[src/hdl/tcb_pkg.sv]
// ----------------------------------------------------------------------------
// Text console buffer package
// Field widths, default grid size, operation and character codes and the
// sequencer state type of the console buffer.
// ----------------------------------------------------------------------------
package tcb_pkg;

    localparam int OPCODE_W = 2;
    localparam int CHAR_W   = 8;
    localparam int RROW_W   = 4;
    localparam int RCOL_W   = 5;
    localparam int COLNOW_W = 5;
    localparam int ROWNOW_W = 4;

    localparam int COLS_DEF = 21;
    localparam int ROWS_DEF = 10;

    localparam logic [OPCODE_W-1:0] OP_LETTER = 2'd0;
    localparam logic [OPCODE_W-1:0] OP_CLEAR  = 2'd1;
    localparam logic [OPCODE_W-1:0] OP_READ   = 2'd2;

    localparam logic [CHAR_W-1:0] CODE_NUL        = 8'd0;
    localparam logic [CHAR_W-1:0] CODE_BACKSPACE  = 8'd8;
    localparam logic [CHAR_W-1:0] CODE_LINEFEED   = 8'd10;
    localparam logic [CHAR_W-1:0] CODE_OPEN_PAREN = 8'd40;

    typedef enum logic [3:0] {
        S_CLEAR,
        S_IDLE,
        S_EXEC,
        S_SCROLL,
        S_BS_SCAN,
        S_BS_READ,
        S_BS_FIN,
        S_RD_WAIT,
        S_DONE
    } t_state;

endpackage

[src/hdl/tcb_if.sv]
// ----------------------------------------------------------------------------
// Text console buffer channels
// Valid/ready channels for the command items and the result items.
// ----------------------------------------------------------------------------
interface tcb_in_if;
    import tcb_pkg::*;

    logic                valid;
    logic                ready;
    logic [OPCODE_W-1:0] opcode;
    logic [CHAR_W-1:0]   char_code;
    logic [RROW_W-1:0]   read_row;
    logic [RCOL_W-1:0]   read_col;

    modport source (output valid, output opcode, output char_code, output read_row,
                    output read_col, input ready);
    modport sink   (input valid, input opcode, input char_code, input read_row,
                    input read_col, output ready);
endinterface

interface tcb_out_if;
    import tcb_pkg::*;

    logic                valid;
    logic                ready;
    logic [COLNOW_W-1:0] col_now;
    logic [ROWNOW_W-1:0] row_now;
    logic [CHAR_W-1:0]   read_char;
    logic                scrolled;
    logic                paren_erased;

    modport source (output valid, output col_now, output row_now, output read_char,
                    output scrolled, output paren_erased, input ready);
    modport sink   (input valid, input col_now, input row_now, input read_char,
                    input scrolled, input paren_erased, output ready);
endinterface

[src/hdl/tcb_ram.sv]
// ----------------------------------------------------------------------------
// Text console buffer RAM
// Generic memory with one write port and one read port with registered data.
// ----------------------------------------------------------------------------
module tcb_ram #(
    parameter int WIDTH = 8,
    parameter int DEPTH = 256
) (
    input  logic                     i_clk,
    input  logic                     i_wr_en,
    input  logic [$clog2(DEPTH)-1:0] i_wr_addr,
    input  logic [WIDTH-1:0]         i_wr_data,
    input  logic                     i_rd_en,
    input  logic [$clog2(DEPTH)-1:0] i_rd_addr,
    output logic [WIDTH-1:0]         o_rd_data
);

    logic [WIDTH-1:0] r_mem [DEPTH];
    logic [WIDTH-1:0] r_rd_data;

    always_ff @(posedge i_clk) begin
        if (i_wr_en) begin
            r_mem[i_wr_addr] <= i_wr_data;
        end
        if (i_rd_en) begin
            r_rd_data <= r_mem[i_rd_addr];
        end
    end

    assign o_rd_data = r_rd_data;

endmodule

[src/hdl/text_console_buffer.sv]
// ----------------------------------------------------------------------------
// Text console buffer
// Character grid with a cursor, held in one RAM and driven by a sequencer.
// ----------------------------------------------------------------------------
// One item is taken at a time; ready is high only while the sequencer waits
// for work, and a finished result waits in the output register while the next
// item is taken. A scroll also clears the new bottom row, a backspace from
// column zero first searches the previous row for its last character, and a
// clear item sweeps all ROWS*COLS cells, one per cycle. After reset the same
// sweep runs before the first item is taken. These steps run one after
// another on the single RAM port pair.
module text_console_buffer #(
    parameter int COLS = tcb_pkg::COLS_DEF,
    parameter int ROWS = tcb_pkg::ROWS_DEF
) (
    input  logic      i_clk,
    input  logic      i_rst_n,
    tcb_in_if.sink    i_in,
    tcb_out_if.source o_out
);
    import tcb_pkg::*;

    localparam int CW    = $clog2(COLS);
    localparam int RW    = $clog2(ROWS);
    localparam int PW    = RW + 1;
    localparam int CELLS = ROWS * COLS;
    localparam int AW    = $clog2(CELLS);

    t_state r_state, n_state;

    logic [CW-1:0] r_col, n_col;
    logic [RW-1:0] r_row, n_row;
    logic [RW-1:0] r_top, n_top;
    logic [AW-1:0] r_sweep, n_sweep;
    logic [CW-1:0] r_scan_col, n_scan_col;
    logic [CW-1:0] r_chk_col, n_chk_col;
    logic          r_chk_vld, n_chk_vld;
    logic          r_clr_item, n_clr_item;

    logic [OPCODE_W-1:0] r_op, n_op;
    logic [CHAR_W-1:0]   r_code, n_code;
    logic [RROW_W-1:0]   r_rrow, n_rrow;
    logic [RCOL_W-1:0]   r_rcol, n_rcol;
    logic [CHAR_W-1:0]   r_rchar, n_rchar;
    logic                r_scr, n_scr;
    logic                r_par, n_par;

    logic                r_ov;
    logic [COLNOW_W-1:0] r_o_col;
    logic [ROWNOW_W-1:0] r_o_row;
    logic [CHAR_W-1:0]   r_o_char;
    logic                r_o_scr;
    logic                r_o_par;
    logic                load_out;

    logic [RW-1:0] a_row;
    logic [CW-1:0] a_col;
    logic [PW-1:0] phys_sum;
    logic [RW-1:0] phys;
    logic [AW-1:0] cell_addr;

    logic              wr_en;
    logic [AW-1:0]     wr_addr;
    logic [CHAR_W-1:0] wr_data;
    logic              rd_en;
    logic [AW-1:0]     rd_addr;
    logic [CHAR_W-1:0] rd_data;
    logic              lf_go;

    tcb_ram #(
        .WIDTH (CHAR_W),
        .DEPTH (CELLS)
    ) u_cells (
        .i_clk     (i_clk),
        .i_wr_en   (wr_en),
        .i_wr_addr (wr_addr),
        .i_wr_data (wr_data),
        .i_rd_en   (rd_en),
        .i_rd_addr (rd_addr),
        .o_rd_data (rd_data)
    );

    // Screen row to physical row through the rotating top-row index.
    always_comb begin
        phys_sum  = {1'b0, r_top} + {1'b0, a_row};
        phys      = (phys_sum >= PW'(ROWS)) ? RW'(phys_sum - PW'(ROWS)) : RW'(phys_sum);
        cell_addr = AW'(AW'(phys) * AW'(COLS)) + AW'(a_col);
    end

    assign i_in.ready = (r_state == S_IDLE);

    always_comb begin
        n_state    = r_state;
        n_col      = r_col;
        n_row      = r_row;
        n_top      = r_top;
        n_sweep    = r_sweep;
        n_scan_col = r_scan_col;
        n_chk_col  = r_chk_col;
        n_chk_vld  = r_chk_vld;
        n_clr_item = r_clr_item;
        n_op       = r_op;
        n_code     = r_code;
        n_rrow     = r_rrow;
        n_rcol     = r_rcol;
        n_rchar    = r_rchar;
        n_scr      = r_scr;
        n_par      = r_par;
        a_row      = r_row;
        a_col      = r_col;
        wr_en      = 1'b0;
        wr_addr    = cell_addr;
        wr_data    = CODE_NUL;
        rd_en      = 1'b0;
        rd_addr    = cell_addr;
        load_out   = 1'b0;
        lf_go      = 1'b0;

        case (r_state)
            S_CLEAR: begin
                wr_en   = 1'b1;
                wr_addr = r_sweep;
                if (r_sweep == AW'(CELLS - 1)) begin
                    n_state = r_clr_item ? S_DONE : S_IDLE;
                end else begin
                    n_sweep = r_sweep + 1'b1;
                end
            end
            S_IDLE: begin
                if (i_in.valid) begin
                    n_op       = i_in.opcode;
                    n_code     = i_in.char_code;
                    n_rrow     = i_in.read_row;
                    n_rcol     = i_in.read_col;
                    n_rchar    = CODE_NUL;
                    n_scr      = 1'b0;
                    n_par      = 1'b0;
                    n_clr_item = 1'b0;
                    n_state    = S_EXEC;
                end
            end
            S_EXEC: begin
                case (r_op)
                    OP_LETTER: begin
                        if (r_code == CODE_BACKSPACE) begin
                            if (r_col != '0) begin
                                n_col   = r_col - 1'b1;
                                n_state = S_BS_READ;
                            end else if (r_row != '0) begin
                                n_row      = r_row - 1'b1;
                                n_scan_col = CW'(COLS - 1);
                                n_chk_vld  = 1'b0;
                                n_state    = S_BS_SCAN;
                            end else begin
                                n_state = S_BS_READ;
                            end
                        end else if (r_code == CODE_LINEFEED) begin
                            lf_go = 1'b1;
                        end else begin
                            wr_en   = 1'b1;
                            wr_data = r_code;
                            if (r_col == CW'(COLS - 1)) begin
                                lf_go = 1'b1;
                            end else begin
                                n_col   = r_col + 1'b1;
                                n_state = S_DONE;
                            end
                        end
                    end
                    OP_CLEAR: begin
                        n_col      = '0;
                        n_row      = '0;
                        n_top      = '0;
                        n_sweep    = '0;
                        n_clr_item = 1'b1;
                        n_state    = S_CLEAR;
                    end
                    OP_READ: begin
                        a_row = RW'(r_rrow);
                        a_col = CW'(r_rcol);
                        if ((int'(r_rrow) < ROWS) && (int'(r_rcol) < COLS)) begin
                            rd_en   = 1'b1;
                            n_state = S_RD_WAIT;
                        end else begin
                            n_state = S_DONE;
                        end
                    end
                    default: begin
                        n_state = S_DONE;
                    end
                endcase
            end
            S_SCROLL: begin
                // With the top index already advanced, the bottom screen row is
                // the physical row that has just left the top.
                a_row = RW'(ROWS - 1);
                a_col = r_scan_col;
                wr_en = 1'b1;
                if (r_scan_col == CW'(COLS - 1)) begin
                    n_state = S_DONE;
                end else begin
                    n_scan_col = r_scan_col + 1'b1;
                end
            end
            S_BS_SCAN: begin
                // Reads are issued one per cycle; each result is checked in the cycle after its read.
                a_col      = r_scan_col;
                rd_en      = 1'b1;
                n_scan_col = r_scan_col - 1'b1;
                n_chk_col  = r_scan_col;
                n_chk_vld  = 1'b1;
                if (r_chk_vld) begin
                    if (rd_data != CODE_NUL) begin
                        n_col   = r_chk_col;
                        n_state = S_BS_READ;
                    end else if (r_chk_col == CW'(1)) begin
                        n_col   = '0;
                        n_state = S_BS_READ;
                    end
                end
            end
            S_BS_READ: begin
                rd_en   = 1'b1;
                n_state = S_BS_FIN;
            end
            S_BS_FIN: begin
                n_par   = (rd_data == CODE_OPEN_PAREN);
                wr_en   = 1'b1;
                n_state = S_DONE;
            end
            S_RD_WAIT: begin
                n_rchar = rd_data;
                n_state = S_DONE;
            end
            S_DONE: begin
                if (!r_ov || o_out.ready) begin
                    load_out = 1'b1;
                    n_state  = S_IDLE;
                end
            end
            default: begin
                n_state = S_IDLE;
            end
        endcase

        if (lf_go) begin
            n_col = '0;
            if (r_row == RW'(ROWS - 1)) begin
                n_top      = (r_top == RW'(ROWS - 1)) ? '0 : r_top + 1'b1;
                n_scr      = 1'b1;
                n_scan_col = '0;
                n_state    = S_SCROLL;
            end else begin
                n_row   = r_row + 1'b1;
                n_state = S_DONE;
            end
        end
    end

    always_ff @(posedge i_clk) begin
        if (!i_rst_n) begin
            r_state    <= S_CLEAR;
            r_col      <= '0;
            r_row      <= '0;
            r_top      <= '0;
            r_sweep    <= '0;
            r_scan_col <= '0;
            r_chk_col  <= '0;
            r_chk_vld  <= 1'b0;
            r_clr_item <= 1'b0;
            r_ov       <= 1'b0;
        end else begin
            r_state    <= n_state;
            r_col      <= n_col;
            r_row      <= n_row;
            r_top      <= n_top;
            r_sweep    <= n_sweep;
            r_scan_col <= n_scan_col;
            r_chk_col  <= n_chk_col;
            r_chk_vld  <= n_chk_vld;
            r_clr_item <= n_clr_item;
            if (load_out) begin
                r_ov <= 1'b1;
            end else if (o_out.ready) begin
                r_ov <= 1'b0;
            end
        end
    end

    always_ff @(posedge i_clk) begin
        r_op    <= n_op;
        r_code  <= n_code;
        r_rrow  <= n_rrow;
        r_rcol  <= n_rcol;
        r_rchar <= n_rchar;
        r_scr   <= n_scr;
        r_par   <= n_par;
        if (load_out) begin
            r_o_col  <= COLNOW_W'(r_col);
            r_o_row  <= ROWNOW_W'(r_row);
            r_o_char <= r_rchar;
            r_o_scr  <= r_scr;
            r_o_par  <= r_par;
        end
    end

    assign o_out.valid        = r_ov;
    assign o_out.col_now      = r_o_col;
    assign o_out.row_now      = r_o_row;
    assign o_out.read_char    = r_o_char;
    assign o_out.scrolled     = r_o_scr;
    assign o_out.paren_erased = r_o_par;

endmodule

[src/flat_wrapper.sv]
// flat-port wrapper written by rule: the top's interface ports become plain ports
module text_console_buffer_flat import tcb_pkg::*;
#(
    parameter int COLS = tcb_pkg::COLS_DEF,
    parameter int ROWS = tcb_pkg::ROWS_DEF
)
  (i_clk, i_rst_n, i_in_valid, i_in_opcode, i_in_char_code, i_in_read_row, i_in_read_col, i_in_ready, o_out_valid, o_out_col_now, o_out_row_now, o_out_read_char, o_out_scrolled, o_out_paren_erased, o_out_ready);
  tcb_in_if i_in_i ();
  tcb_out_if o_out_i ();
  input  logic i_clk;
  input  logic i_rst_n;
  input wire logic [$bits(i_in_i.valid)-1:0] i_in_valid;
  input wire logic [$bits(i_in_i.opcode)-1:0] i_in_opcode;
  input wire logic [$bits(i_in_i.char_code)-1:0] i_in_char_code;
  input wire logic [$bits(i_in_i.read_row)-1:0] i_in_read_row;
  input wire logic [$bits(i_in_i.read_col)-1:0] i_in_read_col;
  output wire logic [$bits(i_in_i.ready)-1:0] i_in_ready;
  output wire logic [$bits(o_out_i.valid)-1:0] o_out_valid;
  output wire logic [$bits(o_out_i.col_now)-1:0] o_out_col_now;
  output wire logic [$bits(o_out_i.row_now)-1:0] o_out_row_now;
  output wire logic [$bits(o_out_i.read_char)-1:0] o_out_read_char;
  output wire logic [$bits(o_out_i.scrolled)-1:0] o_out_scrolled;
  output wire logic [$bits(o_out_i.paren_erased)-1:0] o_out_paren_erased;
  input wire logic [$bits(o_out_i.ready)-1:0] o_out_ready;
  assign i_in_i.valid = i_in_valid;
  assign i_in_i.opcode = i_in_opcode;
  assign i_in_i.char_code = i_in_char_code;
  assign i_in_i.read_row = i_in_read_row;
  assign i_in_i.read_col = i_in_read_col;
  assign i_in_ready = i_in_i.ready;
  assign o_out_valid = o_out_i.valid;
  assign o_out_col_now = o_out_i.col_now;
  assign o_out_row_now = o_out_i.row_now;
  assign o_out_read_char = o_out_i.read_char;
  assign o_out_scrolled = o_out_i.scrolled;
  assign o_out_paren_erased = o_out_i.paren_erased;
  assign o_out_i.ready = o_out_ready;
  text_console_buffer #(.COLS(COLS), .ROWS(ROWS)) u_core (.i_clk(i_clk), .i_rst_n(i_rst_n), .i_in(i_in_i), .o_out(o_out_i));
endmodule
[config.mk]
export PLATFORM = sky130hd
export DESIGN_NAME = text_console_buffer_flat
export DESIGN_NICKNAME = d
export VERILOG_FILES = /design/src/hdl/tcb_pkg.sv /design/src/hdl/tcb_if.sv /design/src/hdl/tcb_ram.sv /design/src/hdl/text_console_buffer.sv /design/src/flat_wrapper.sv
export SDC_FILE = /design/constraint.sdc
export NUM_CORES = 2
export LEC_CHECK = 0
export BUFFER_PORTS_ARGS = -buffer_cell sky130_fd_sc_hd__buf_2
export CORE_MARGIN = 1.5
export CORE_UTILIZATION = 36
export DETAILED_ROUTE_END_ITERATION = 8
export SLEW_MARGIN = 40
export SYNTH_ARGS = -nofsm -noshare
export SYNTH_HDL_FRONTEND = slang
export SYNTH_SLANG_ARGS = --single-unit
[constraint.sdc]
create_clock -name i_clk -period 16.15 [get_ports i_clk]
set_input_delay 0.8075 -clock i_clk [delete_from_list [all_inputs] [get_ports i_clk]]
set_output_delay 0.8075 -clock i_clk [all_outputs]
set_load 0.1 [all_outputs]
==> summary.md <==
| Metric | Value |
|---|---|
| Synthesized cell area | 0.0703 sq mm |
| P per Cell Area | 112 mW/mm^2 |
| Status | finished with violations |
| Asr flop ratio synth | 0 |
| Seq/Total Area, Yosys | 0.752 |
| Hold buffers post-CTS | 0 |
| Worst path max stage delay | 1200 ps |
| Layout cells sized above 1 | 0.275 |
| Hold slack | 154 ps |
| Total GRT Usage | 0.183 |
| CTS Buf Count | 177 |
| Starting density of the core | 0.361 |
| Clock slew at reported path FFs | 60 ps |
| Synth Area in XOR/XNOR | 0.00308 |
| Setup violators final | 0 |
| Setup_tns | 0 ps |
| Main synth FF type | edfxtp_1 |
| Final Max Tran Viols | 0 |
| Core area | 0.195 sq mm |
| 1st-pass router iterations | 9 |
| Via density | 5.67 |
| Worst EP required | 16,720 ps |
| Max_cap viols | 0 |
| CTS tree | done |
| Skew-Pair Late Insertion Delay | 840 ps |
| Vias post-DR | between 30,000 and 40,000 |
| Clock skew | 56.3 ps |
| # resized after CTS | 0 |
| TritonCTS Sinks | 1,774 |
| Post-DRT Antenna Nets | 0 |
| Vias in the first global route | 35,900 |
| Kind of critical path | flop to flop |
| Setup Buffers After CTS | 0 |
| Total grt overflow | 0 |
| Clock H-tree levels | 4 |
| Register-to-Register Path Depth | 25 |
| Commonest non-fill, non-tap cell in the layout | edfxtp_1 |
| Syn_nets | 3,612 |
| Simple-Gate Fraction of Synth Area | 0.0469 |
| Startpoint type of the worst setup path | flop |
| Die height | 445 um |
| Area contributors post-synth | edfxtp_1, mux4_2, nor3_1, a22oi_1, dfxtp_1 |
| Fraction of the mapped netlist area in adder cells | 0.00623 |
| Slowest CP cell | fa_4 |
| Min-Delay Path Class | primary input to flop |
| Placed cells | approximately 6,100 |
| Register bit total from synthesis | 1,774 |
| Ys Warns | 0 |
| Die X | 445 um |
| Max FO, Critical Path | 53 |
| Share of the synthesized area in the top cell type | 0.741 |
| Most frequent cells in the layout | edfxtp_1, mux4_2, clkbuf_16, buf_4, nor2_1 |
| Worst Tran Pin Value | 932 ps |
| Mapped Avg Cell Area | 19.8 sq um |
| Die area | between 0.15 and 0.2 sq mm |
| First-pass GRT wire length | 263,000 um |
| CTS Buffer Depth | 3 |
| Post-DP HPWL | 110,000 um |
| Leakage power | 21.0 nW |
| Final hold viol count | 0 |
| Cell Count, Final, Fillers Out | ~6,400 |
| Port bufs | 43 |
| Starting DRC count in detailed routing | 4,280 |
| Fin crit share | 0.559 |
| Slew margin rel. | 0.378 |
| Num ports | 44 |
| Post-synth EDFFs | around 1,700 |
| Synth cell types | 70 |
| Rows | 162 |
| Post-route DRC | 4 |
| FMAX | 0.111 GHz |
| Initial antenna violation count | 10 |
| Hold path depth | 1 |
| Root buffer cell | clkbuf_16 |
| Synth Instances | between 3,000 and 4,000 |
| Crit. End Element | flop |
| Routability cong. | 0.861 |
| Worst EP arrival | 9590 ps |
| Synth Area in Compound Gates | 0.0363 |
| Largest net degree at the start of global routing | 119 |
| RSZ-0062 raised after global routing | false |
| Synth area leader | edfxtp_1 |
| Routed wire length | 182,000 um |
| Max IR drop VDD | 0.112 mV |
| Nets | 3,782 |
| Main combinational cell family by area after synthesis | multiplexers |
| Tmin final | 9020 ps |
| DR WL/cell | 28.4 um |
| Failing checks | design-rule violations |
| Synthesis-to-layout area growth | 14.7% |
| Mux contribution to synthesized area | 0.140 |
registers in the layout, summed over array words and instances (netlist names), 8 cells and up:
register	cells
u_core.o_out.read_char	8
u_core.r_code	8
u_core.r_rchar	8
u_core.r_sweep	8
u_core.u_cells.o_rd_data	8
u_core.u_cells.r_mem	1680
metal layers:
layer,wire [um],vias to the layer above,global-route usage
met4,4630,8,0.0517
met3,16000,270,0.0451
li1,-,15200,-
met1,76400,19300,0.258
met2,85200,1641,0.281
met5,59,-,0
kinds of logic after synthesis:
family,after synthesis
compound gates,365
xor+xnor,23
fa+ha+maj,32
buf+inv,259
flops,1774
mux,452
simple gates,652
where the power goes:
group          internal [mW]  total, mW  leakage, nW  switching (mW)
Combinational         0.0149     0.0533         5.27          0.0384
Sequential              4.98       4.99         13.0         0.00328
Clock                   2.25       4.02         2.77            1.77
cell usage after synthesis, types with 28 or more instances:
master       n
edfxtp_1  1735
mux4_2     424
nor2_1     179
nor3_1     167
clkbuf_1   135
a22oi_1    105
nand3_1     83
buf_2       59
a21oi_1     58
nand2_1     51
dfxtp_1     39
a31oi_1     37
o21ai_0     32
inv_1       31
or3_1       29
mux2i_1     28
worst max-delay path: cells and delay by family (launching register included):
kind,cells,cell delay (ps)
adders and majority gates,5,2330
and+or+nand+nor,9,2260
buffers and inverters,4,1510
xor gates and xnor gates,3,1050
AOI/OAI and AO/OA,3,660
DFF,1,470
muxes,1,420
worst paths after layout:
path | slack, ps | from | to
worst max-delay path | 7130 | u_core.r_state[0]$_SDFFE_PN0P_ | u_core.u_cells.o_rd_data[4]$_DFFE_PP_
worst min-delay path | 150 | i_in_char_code[4] | u_core.r_code[4]$_DFFE_PP_
worst max register to register | 7130 | u_core.r_state[0]$_SDFFE_PN0P_ | u_core.u_cells.o_rd_data[4]$_DFFE_PP_
worst min register to register | 430 | u_core.r_rchar[5]$_SDFFCE_PN0P_ | u_core.o_out.read_char[5]$_DFFE_PP_
cell type report:
class | instances | area, sq um
Sequential cell | 1774 | 52900
Timing Repair Buffer | 219 | 1810
Clock buffer | 212 | 4590
Antenna cell | 1 | 2.50
Multi-Input combinational cell | 1524 | 17100
Fill cell | 16900 | 114000
Inverter | 31 | 116
Clock inverter | 113 | 1050
Tap cell | 2542 | 3180
per-stage QoR:
stage / worst slack (ps) / power, mW / cell area, sq um / util
2_1_floorplan: 8860 / 5.11 / 70300 / -
3_3_place_gp: 6730 / 5.14 / 74200 / 0.381
3_5_place_dp: 7230 / 5.14 / 74800 / 0.384
4_1_cts: 7170 / 9.13 / 80400 / 0.413
5_1_grt: 6740 / 9.30 / 80700 / 0.415
6_report: 7130 / 9.06 / 80700 / 0.415
Note: power is estimated with default switching activity, not from simulation.
